==> config.mk <==
export PLATFORM = sky130hd
export DESIGN_NAME = led_step_stream_queues_core
export DESIGN_NICKNAME = d
export VERILOG_FILES = /design/src/rtl/led_ssq_pkg.sv /design/src/rtl/led_ssq_ram.sv /design/src/rtl/led_ssq_ptrs.sv /design/src/rtl/led_step_stream_queues_core.sv
export SDC_FILE = /design/constraint.sdc
export NUM_CORES = 2
export LEC_CHECK = 0
export BUFFER_PORTS_ARGS = -buffer_cell sky130_fd_sc_hd__buf_2
export CAP_MARGIN = 10
export CELL_PAD_IN_SITES_DETAIL_PLACEMENT = 0
export CELL_PAD_IN_SITES_GLOBAL_PLACEMENT = 1
export CORE_MARGIN = 2
export CORE_UTILIZATION = 45
export CTS_BUF_LIST = sky130_fd_sc_hd__clkbuf_8
export DETAILED_ROUTE_END_ITERATION = 8
export GPL_ROUTABILITY_DRIVEN = 1
export HOLD_SLACK_MARGIN = 0.15
export PLACE_DENSITY_LB_ADDON = 0.1
export SETUP_SLACK_MARGIN = 0.05
export SLEW_MARGIN = 20
export SYNTH_ARGS = -nofsm -noshare
export SYNTH_HDL_FRONTEND = slang
export SYNTH_SLANG_ARGS = --single-unit
==> constraint.sdc <==
create_clock -name aclk -period 9.63 [get_ports aclk]
set_input_delay 0.963 -clock aclk [delete_from_list [all_inputs] [get_ports aclk]]
set_output_delay 0.963 -clock aclk [all_outputs]
set_load 0.01 [all_outputs]
==> src/rtl/led_ssq_pkg.sv <==
package led_ssq_pkg;

    localparam int NUM_LEDS_DEF    = 4;
    localparam int QUEUE_DEPTH_DEF = 16;
    localparam int PKT_BYTES       = 8;
    localparam int PCT_W           = 7;

    localparam logic [2:0] FN_STEP  = 3'd0;
    localparam logic [2:0] FN_DONE  = 3'd1;
    localparam logic [2:0] FN_STATE = 3'd2;
    localparam logic [2:0] FN_FETCH = 3'd3;
    localparam logic [2:0] FN_READY = 3'd4;
    localparam logic [2:0] FN_OFF   = 3'd5;

    localparam logic [2:0] K_STATUS  = 3'd0;
    localparam logic [2:0] K_PLAY    = 3'd1;
    localparam logic [2:0] K_REVERT  = 3'd2;
    localparam logic [2:0] K_REPORT  = 3'd3;
    localparam logic [2:0] K_VERDICT = 3'd4;

    localparam logic [2:0] SC_OK       = 3'd0;
    localparam logic [2:0] SC_NOT_INIT = 3'd1;
    localparam logic [2:0] SC_BAD_ID   = 3'd2;
    localparam logic [2:0] SC_BAD_LEN  = 3'd3;
    localparam logic [2:0] SC_ZERO_CNT = 3'd4;
    localparam logic [2:0] SC_FULL     = 3'd5;

    typedef struct packed {
        logic [PCT_W-1:0] red;
        logic [PCT_W-1:0] green;
        logic [PCT_W-1:0] blue;
        logic [15:0]      cnt;
        logic [15:0]      tim;
    } step_t;

    typedef struct packed {
        logic adv_wr;
        logic adv_rd;
        logic set_str;
        logic clr_str;
    } ptr_ctl_t;

    // floor(b * 100 / 255) via reciprocal: x / 255 = (x + (x >> 8) + 1) >> 8
    function automatic logic [PCT_W-1:0] to_pct(input logic [7:0] b);
        logic [14:0] x;
        logic [15:0] s;
        x = 15'(b) * 15'd100;
        s = 16'(x) + 16'(x[14:8]) + 16'd1;
        return s[14:8];
    endfunction

endpackage

==> src/rtl/led_ssq_ram.sv <==
module led_ssq_ram #(
    parameter int WIDTH = 8,
    parameter int DEPTH = 2
) (
    input  logic                     aclk,
    input  logic                     we,
    input  logic [$clog2(DEPTH)-1:0] waddr,
    input  logic [WIDTH-1:0]         wdata,
    input  logic [$clog2(DEPTH)-1:0] raddr,
    output logic [WIDTH-1:0]         rdata
);

    logic [WIDTH-1:0] mem [DEPTH];

    always_ff @(posedge aclk) begin
        if (we) begin
            mem[waddr] <= wdata;
        end
        rdata <= mem[raddr];
    end

endmodule

==> src/rtl/led_ssq_ptrs.sv <==
module led_ssq_ptrs #(
    parameter int NUM_LEDS    = led_ssq_pkg::NUM_LEDS_DEF,
    parameter int QUEUE_DEPTH = led_ssq_pkg::QUEUE_DEPTH_DEF,
    localparam int RING = QUEUE_DEPTH + 1,
    localparam int PW   = $clog2(RING),
    localparam int LW   = (NUM_LEDS > 1) ? $clog2(NUM_LEDS) : 1
) (
    input  logic                  aclk,
    input  logic                  aresetn,
    input  logic [LW-1:0]         idx,
    input  led_ssq_pkg::ptr_ctl_t ctl,
    output logic [PW-1:0]         wr_ptr,
    output logic [PW-1:0]         rd_ptr,
    output logic                  streaming,
    output logic [7:0]            free_cnt
);

    logic [PW-1:0]       wr_reg [NUM_LEDS];
    logic [PW-1:0]       rd_reg [NUM_LEDS];
    logic [NUM_LEDS-1:0] str_reg;
    logic [PW:0]         used_wide;
    logic [PW-1:0]       used;

    function automatic logic [PW-1:0] advance(input logic [PW-1:0] p);
        return (p == PW'(QUEUE_DEPTH)) ? '0 : p + 1'b1;
    endfunction

    assign wr_ptr    = wr_reg[idx];
    assign rd_ptr    = rd_reg[idx];
    assign streaming = str_reg[idx];

    always_comb begin
        if (wr_ptr >= rd_ptr) begin
            used_wide = {1'b0, wr_ptr} - {1'b0, rd_ptr};
        end else begin
            used_wide = {1'b0, wr_ptr} + (PW+1)'(RING) - {1'b0, rd_ptr};
        end
        used     = used_wide[PW-1:0];
        free_cnt = 8'(QUEUE_DEPTH) - 8'(used);
    end

    always_ff @(posedge aclk) begin
        if (!aresetn) begin
            for (int i = 0; i < NUM_LEDS; i++) begin
                wr_reg[i] <= '0;
                rd_reg[i] <= '0;
            end
            str_reg <= '0;
        end else begin
            if (ctl.adv_wr) begin
                wr_reg[idx] <= advance(wr_ptr);
            end
            if (ctl.adv_rd) begin
                rd_reg[idx] <= advance(rd_ptr);
            end
            if (ctl.clr_str) begin
                str_reg[idx] <= 1'b0;
            end else if (ctl.set_str) begin
                str_reg[idx] <= 1'b1;
            end
        end
    end

endmodule

==> src/rtl/led_step_stream_queues_core.sv <==
// Per-LED ring queues of LED effect steps. An item is accepted when the core is
// idle and the result register is empty or being emptied; its result is formed
// in the EXEC state after acceptance and lands in the result register, and no
// new item is taken before that. This comes from the registered read of the step
// store RAM, which is addressed at acceptance and consumed in the following cycle
// together with the pointer update and write-back. A fetch emits NUM_LEDS+1
// beats, one per cycle while the sink takes them, and no item is accepted until
// its last beat leaves. No clearing pass after reset.
module led_step_stream_queues_core #(
    parameter int NUM_LEDS    = led_ssq_pkg::NUM_LEDS_DEF,
    parameter int QUEUE_DEPTH = led_ssq_pkg::QUEUE_DEPTH_DEF
) (
    input  logic        aclk,
    input  logic        aresetn,
    input  logic        s_valid,
    output logic        s_ready,
    input  logic [2:0]  s_func,
    input  logic [7:0]  s_led_id,
    input  logic [7:0]  s_pkt_len,
    input  logic [7:0]  s_red,
    input  logic [7:0]  s_green,
    input  logic [7:0]  s_blue,
    input  logic [15:0] s_sub_count,
    input  logic [15:0] s_sub_time,
    input  logic        s_from_stream,
    output logic        m_valid,
    input  logic        m_ready,
    output logic [2:0]  m_kind,
    output logic [7:0]  m_led_num,
    output logic [6:0]  m_red_pct,
    output logic [6:0]  m_green_pct,
    output logic [6:0]  m_blue_pct,
    output logic [15:0] m_step_count,
    output logic [15:0] m_step_time,
    output logic [7:0]  m_report,
    output logic [2:0]  m_status,
    output logic        m_last
);

    localparam int RING  = QUEUE_DEPTH + 1;
    localparam int PW    = $clog2(RING);
    localparam int LW    = (NUM_LEDS > 1) ? $clog2(NUM_LEDS) : 1;
    localparam int DEPTH = NUM_LEDS * RING;
    localparam int AW    = $clog2(DEPTH);
    localparam int SW    = $bits(led_ssq_pkg::step_t);
    localparam logic [AW-1:0] RING_A = AW'(RING);

    localparam logic [1:0] S_IDLE  = 2'd0;
    localparam logic [1:0] S_EXEC  = 2'd1;
    localparam logic [1:0] S_FETCH = 2'd2;

    logic [1:0]  state_reg, state_next;
    logic        ready_flag_reg, ready_flag_next;
    logic [LW-1:0] fcnt_reg, fcnt_next;

    logic [2:0]  func_reg;
    logic [7:0]  id_reg;
    logic [7:0]  len_reg;
    logic [7:0]  red_reg, green_reg, blue_reg;
    logic [15:0] cnt_reg, tim_reg;
    logic        fs_reg;

    logic        out_valid_reg, out_valid_next;
    logic [2:0]  kind_reg, kind_next;
    logic [7:0]  led_reg, led_next;
    led_ssq_pkg::step_t step_reg, step_next;
    logic [7:0]  report_reg, report_next;
    logic [2:0]  status_reg, status_next;
    logic        last_reg, last_next;

    logic        out_free;
    logic        accept;
    logic [7:0]  sel_id;
    logic        sel_bad;
    logic [LW-1:0] idx;

    led_ssq_pkg::ptr_ctl_t ctl;
    logic [PW-1:0] wr_ptr, rd_ptr;
    logic          streaming;
    logic [7:0]    free_cnt;

    logic          ram_we;
    logic [AW-1:0] ram_waddr, ram_raddr;
    logic [SW-1:0] ram_rdata;
    led_ssq_pkg::step_t fresh, stored;

    assign out_free = !out_valid_reg || m_ready;
    assign s_ready  = (state_reg == S_IDLE) && out_free;
    assign accept   = s_valid && s_ready;

    assign sel_id  = (state_reg == S_IDLE) ? s_led_id : id_reg;
    assign sel_bad = (sel_id >= 8'(NUM_LEDS));

    always_comb begin
        if (state_reg == S_FETCH) begin
            idx = fcnt_reg;
        end else if (sel_bad) begin
            idx = '0;
        end else begin
            idx = sel_id[LW-1:0];
        end
    end

    led_ssq_ptrs #(
        .NUM_LEDS    (NUM_LEDS),
        .QUEUE_DEPTH (QUEUE_DEPTH)
    ) u_ptrs (
        .aclk      (aclk),
        .aresetn   (aresetn),
        .idx       (idx),
        .ctl       (ctl),
        .wr_ptr    (wr_ptr),
        .rd_ptr    (rd_ptr),
        .streaming (streaming),
        .free_cnt  (free_cnt)
    );

    assign ram_raddr = AW'(idx) * RING_A + AW'(rd_ptr);
    assign ram_waddr = AW'(idx) * RING_A + AW'(wr_ptr);

    assign fresh.red   = led_ssq_pkg::to_pct(red_reg);
    assign fresh.green = led_ssq_pkg::to_pct(green_reg);
    assign fresh.blue  = led_ssq_pkg::to_pct(blue_reg);
    assign fresh.cnt   = cnt_reg;
    assign fresh.tim   = tim_reg;
    assign stored      = led_ssq_pkg::step_t'(ram_rdata);

    led_ssq_ram #(
        .WIDTH (SW),
        .DEPTH (DEPTH)
    ) u_store (
        .aclk  (aclk),
        .we    (ram_we),
        .waddr (ram_waddr),
        .wdata (SW'(fresh)),
        .raddr (ram_raddr),
        .rdata (ram_rdata)
    );

    always_comb begin
        logic wrote;
        logic full;
        logic [2:0] st;
        wrote           = 1'b0;
        full            = (free_cnt == 8'd0);
        st              = led_ssq_pkg::SC_OK;
        state_next      = state_reg;
        ready_flag_next = ready_flag_reg;
        fcnt_next       = fcnt_reg;
        out_valid_next  = out_valid_reg && !m_ready;
        kind_next       = kind_reg;
        led_next        = led_reg;
        step_next       = step_reg;
        report_next     = report_reg;
        status_next     = status_reg;
        last_next       = last_reg;
        ctl             = '0;
        ram_we          = 1'b0;

        unique case (state_reg)
            S_IDLE: begin
                if (accept) begin
                    state_next = S_EXEC;
                end
            end
            S_EXEC: begin
                state_next     = S_IDLE;
                out_valid_next = 1'b1;
                kind_next      = led_ssq_pkg::K_STATUS;
                led_next       = id_reg;
                step_next      = '0;
                report_next    = 8'd0;
                status_next    = led_ssq_pkg::SC_OK;
                last_next      = 1'b1;
                unique case (func_reg)
                    led_ssq_pkg::FN_STEP: begin
                        if (!ready_flag_reg) begin
                            status_next = led_ssq_pkg::SC_NOT_INIT;
                        end else if (sel_bad) begin
                            status_next = led_ssq_pkg::SC_BAD_ID;
                        end else if (!full && len_reg != 8'(led_ssq_pkg::PKT_BYTES)) begin
                            status_next = led_ssq_pkg::SC_BAD_LEN;
                        end else if (!full && cnt_reg == 16'd0) begin
                            status_next = led_ssq_pkg::SC_ZERO_CNT;
                        end else begin
                            if (full) begin
                                st = led_ssq_pkg::SC_FULL;
                            end else begin
                                wrote      = 1'b1;
                                ram_we     = 1'b1;
                                ctl.adv_wr = 1'b1;
                            end
                            status_next = st;
                            if (!streaming) begin
                                if (wr_ptr != rd_ptr || wrote) begin
                                    ctl.set_str = 1'b1;
                                    ctl.adv_rd  = 1'b1;
                                    kind_next   = led_ssq_pkg::K_PLAY;
                                    step_next   = (wr_ptr == rd_ptr) ? fresh : stored;
                                end else begin
                                    kind_next = led_ssq_pkg::K_REVERT;
                                end
                            end
                        end
                    end
                    led_ssq_pkg::FN_DONE: begin
                        if (sel_bad) begin
                            status_next = led_ssq_pkg::SC_BAD_ID;
                        end else if (fs_reg) begin
                            if (wr_ptr != rd_ptr) begin
                                ctl.adv_rd = 1'b1;
                                kind_next  = led_ssq_pkg::K_PLAY;
                                step_next  = stored;
                            end else begin
                                ctl.clr_str = 1'b1;
                                kind_next   = led_ssq_pkg::K_REVERT;
                            end
                        end
                    end
                    led_ssq_pkg::FN_STATE: begin
                        kind_next = led_ssq_pkg::K_VERDICT;
                        if (sel_bad) begin
                            status_next = led_ssq_pkg::SC_BAD_ID;
                        end else begin
                            report_next = {7'd0, !fs_reg && streaming};
                        end
                    end
                    led_ssq_pkg::FN_FETCH: begin
                        kind_next   = led_ssq_pkg::K_REPORT;
                        led_next    = 8'd0;
                        report_next = {7'd0, ready_flag_reg};
                        last_next   = 1'b0;
                        fcnt_next   = '0;
                        state_next  = S_FETCH;
                    end
                    led_ssq_pkg::FN_READY: begin
                        ready_flag_next = 1'b1;
                    end
                    led_ssq_pkg::FN_OFF: begin
                        ready_flag_next = 1'b0;
                    end
                    default: begin
                    end
                endcase
            end
            S_FETCH: begin
                if (out_free) begin
                    out_valid_next = 1'b1;
                    kind_next      = led_ssq_pkg::K_REPORT;
                    led_next       = 8'(fcnt_reg);
                    step_next      = '0;
                    report_next    = free_cnt;
                    status_next    = led_ssq_pkg::SC_OK;
                    last_next      = (fcnt_reg == LW'(NUM_LEDS - 1));
                    fcnt_next      = fcnt_reg + 1'b1;
                    if (fcnt_reg == LW'(NUM_LEDS - 1)) begin
                        state_next = S_IDLE;
                    end
                end
            end
            default: begin
                state_next = S_IDLE;
            end
        endcase
    end

    always_ff @(posedge aclk) begin
        if (!aresetn) begin
            state_reg      <= S_IDLE;
            ready_flag_reg <= 1'b0;
            out_valid_reg  <= 1'b0;
            fcnt_reg       <= '0;
        end else begin
            state_reg      <= state_next;
            ready_flag_reg <= ready_flag_next;
            out_valid_reg  <= out_valid_next;
            fcnt_reg       <= fcnt_next;
        end
    end

    always_ff @(posedge aclk) begin
        kind_reg   <= kind_next;
        led_reg    <= led_next;
        step_reg   <= step_next;
        report_reg <= report_next;
        status_reg <= status_next;
        last_reg   <= last_next;
        if (accept) begin
            func_reg  <= s_func;
            id_reg    <= s_led_id;
            len_reg   <= s_pkt_len;
            red_reg   <= s_red;
            green_reg <= s_green;
            blue_reg  <= s_blue;
            cnt_reg   <= s_sub_count;
            tim_reg   <= s_sub_time;
            fs_reg    <= s_from_stream;
        end
    end

    assign m_valid      = out_valid_reg;
    assign m_kind       = kind_reg;
    assign m_led_num    = led_reg;
    assign m_red_pct    = step_reg.red;
    assign m_green_pct  = step_reg.green;
    assign m_blue_pct   = step_reg.blue;
    assign m_step_count = step_reg.cnt;
    assign m_step_time  = step_reg.tim;
    assign m_report     = report_reg;
    assign m_status     = status_reg;
    assign m_last       = last_reg;

endmodule

==> run summary <==
Critical Path, Cell by Cell: or4_4, nor4_2, o21ai_2, and2_1, inv_2, a211oi_1, a31oi_1, inv_1, ha_1, and3_1, and3_2, o311ai_0, nand4b_1, o32a_1, o2111ai_1, nor2_1, buf_4, nand3_1, buf_4, nor2_4, buf_4
r2r endpoint: u_store.mem[54][11]
ys flop type: edfxtp_1
# setup viols final: 0
P_leak: 56.5 nW
PwrDens: 220 mW/mm^2
CP top delay family: simple AND/OR/NAND/NOR gates
area added between synthesis and finish: 14.7%
most frequent CP cell: buf_4
nets: 8,175
Skew-Pair Late Insertion Delay: 1.22 ns
post-CTS resize count: 0
slowest stage delay, CP: 0.81 ns
Worst R2R Path Depth: 21
P_sw: 10.3 mW
most frequent cell after synthesis: edfxtp_1
Yosys reg bits: 3,857
Arrival @ worst endpoint: 8.90 ns
Total Routed Length: 456,000 um
DP Worst Slack: 1.20 ns
Reg clk slew, reported paths: 0.06 ns
Reg2Reg Setup Slack: 1.61 ns
Hold Fails Final Rpt: 0
row count: 212
die area: 0.341 mm^2
Crit Path Max Fanout: 24
HP Class: in2reg
H-Tree Level Count: 6
Core ar.: 0.334 mm^2
Synth area leader: edfxtp_1
cell area after layout: 0.173 mm^2
WL per Instance: 35.4 um
crit path buf inv count: 5
Post-synth EDFFs: 3,794
largest net degree at the start of global routing: 107
Clock Power Share: 0.349
Syn Std Cell Area: 0.151 mm^2
first-pass GRT wire length: 631,000 um
CTS tree: yes
width of the die: 584 um
Max Cap Viol: 0
Post-DRT Antenna Nets: 0
final hold slack: 0.287 ns
sequential fraction of the synthesis area: 0.762
setup TNS after final layout: 0 ns
most common library cells after synthesis: 3,794 x edfxtp_1, 1,007 x mux4_2, 286 x clkbuf_1
Async S/R FF share, synth: 0
Peak VDD IR: 0.000208 V
CP Capture Type: flop
Worst Hold Launch: aresetn
share of cells above drive strength 1: 0.290
Yosys warning total: 0
Area contributors post-synth: edfxtp_1 75%, mux4_2 15%, ha_1 1.1%
Die Ht: 584 um
flip-flop count of the largest register after layout: 3,604
Cell variety after synth: 88
aggregate global-route resource usage: 0.267
placed inst area: 0.161 mm^2
switching share of power: 0.271
DRC: 0
Post-Synthesis Mean Instance Area: 21.3 um^2
Slowest-stage cell, CP: nor2_4
Comb pwr share: 0.122
Post-Syn Instances: 7,093
Worst-Margin Slew: 1.29 ns
CP startpoint kind: flop
# clock sinks: 3,857
global placer's final weighted congestion: 0.835
share of power burned in registers: 0.529
Num CTS Buffers: 640
Starting Density: 0.453
Slew Limit Fails: 0
gr ovfl total: 0
Total Power: 38.1 mW
First-pass DRT Iterations: 5
DR vias: 78,300
Final period util: 0.832
DPL Wire Length: 277,000 um
final worst setup slack: 1.61 ns
vias in the first global route: 80,100
IO buf count: 157
DRT iter0 DRCs: 9,190
syn nets: 7,316
Worst Hold Path EP: m_valid
Top Registers: u_store.mem: 3604 flops, u_store.rdata: 53 flops
clk buf depth: 4
outcome: finished clean
Fmax achieved: 125 MHz
CTS root buf: clkbuf_8
vias per cell: 6.08
Crit Path Class: reg2reg
relative slew slack: 0.138
CP Data Required Time: 10.52 ns
I/O pins: 158
top cell type's share of synthesized area: 0.754
Critical Path Stages: 21
Hold Crit Depth: 2
RSZ-0062 raised after global routing: no
largest reg by FF count: u_store.mem
Final Critical Period: 8.02 ns
Clock Skew: 0.0550 ns
RR Startpoint: id_reg[4]
initial antenna violation count: 35
Pint: 27.8 mW
-- per-layer routing --
layer | part of all wire | vias to the layer above | track usage
met2 | 0.48 | 3250 | 0.429
met5 | 0.00017 | - | 0
met4 | 0.034 | 12 | 0.0861
met1 | 0.41 | 42700 | 0.371
met3 | 0.074 | 664 | 0.0509
li1 | - | 31600 | -
-- layout by cell type (no fill, tap or decap), types with 61 or more instances in the layout --
cell,count
buf_12,115
nand2_1,268
clkinv_1,152
a21oi_1,76
dlygate4sd3_1,78
inv_1,379
ha_1,126
o2bb2ai_1,61
nand4_1,63
dfxtp_1,63
nand3_1,182
mux4_2,1007
o21ai_0,200
nor2_4,65
nor2_1,67
buf_2,157
buf_4,254
clkbuf_8,659
edfxtp_1,3794
-- worst reg2reg max path: stages, from the launching register on --
cell,delay (ns)
edfxtp_1,0.39
or4_4,0.55
nor4_2,0.45
o21ai_2,0.22
and2_1,0.38
inv_2,0.45
a211oi_1,0.18
a31oi_1,0.52
inv_1,0.23
ha_1,0.41
and3_1,0.25
and3_2,0.27
o311ai_0,0.67
nand4b_1,0.24
o32a_1,0.23
o2111ai_1,0.35
nor2_1,0.22
buf_4,0.20
nand3_1,0.13
buf_4,0.27
nor2_4,0.83
buf_4,0.30
-- cell families after synthesis --
kind of cell	count (synthesis)	share of synthesized area
xor+xnor	58	0.00346
fa+ha+maj	143	0.0126
mux	1075	0.155
buf+inv	534	0.0148
compound gates	656	0.0283
simple gates	770	0.0241
flops	3857	0.762
-- metrics by stage --
| stage | cells | utilization |
|---|---|---|
| after global routing | 12900 | 0.519 |
| after floorplan | 7093 | - |
| after CTS | 12800 | 0.519 |
| after global placement | 11600 | 0.482 |
| after detailed placement | 11600 | 0.482 |
| final | 12900 | 0.519 |
-- worst max path at each step --
stage | start | endpoint | slack (ns)
after CTS | id_reg[4] | u_store.mem[59][38] | 1.62
after global routing | id_reg[5] | u_store.mem[59][38] | 1.22
final | id_reg[4] | u_store.mem[54][11] | 1.61
after global placement | s_led_id[5] | u_store.mem[59][48] | 1.23
after detailed placement | s_led_id[5] | u_store.mem[59][48] | 1.20
after floorplan | s_led_id[5] | u_store.mem[67][0] | 1.18
-- power groups by stage --
stage	registers [mW]	logic (mW)	clock network [mW]
finish	20.2	4.63	13.3
global route	20.2	4.92	14.3
CTS	20.2	4.67	13.6
detailed placement	20.5	4.65	0
global placement	20.5	4.53	0
floorplan	20.6	2.06	0
-- repair_timing --
item,CTS,global route
setup buffers,0,0
hold buffers,78,0
hold endpoints to repair,79,0
-- cell type report --
cell class	instances	area (um^2)
Clock inverter	490	2510
Tap cell	4387	5490
Sequential cell	3857	115000
Inverter	143	541
Clock buffer	659	9070
Multi-Input combinational cell	2702	34700
Fill cell	26500	161000
Antenna cell	25	62.6
Timing Repair Buffer	608	5890
Power figures use the tool's default switching activity.
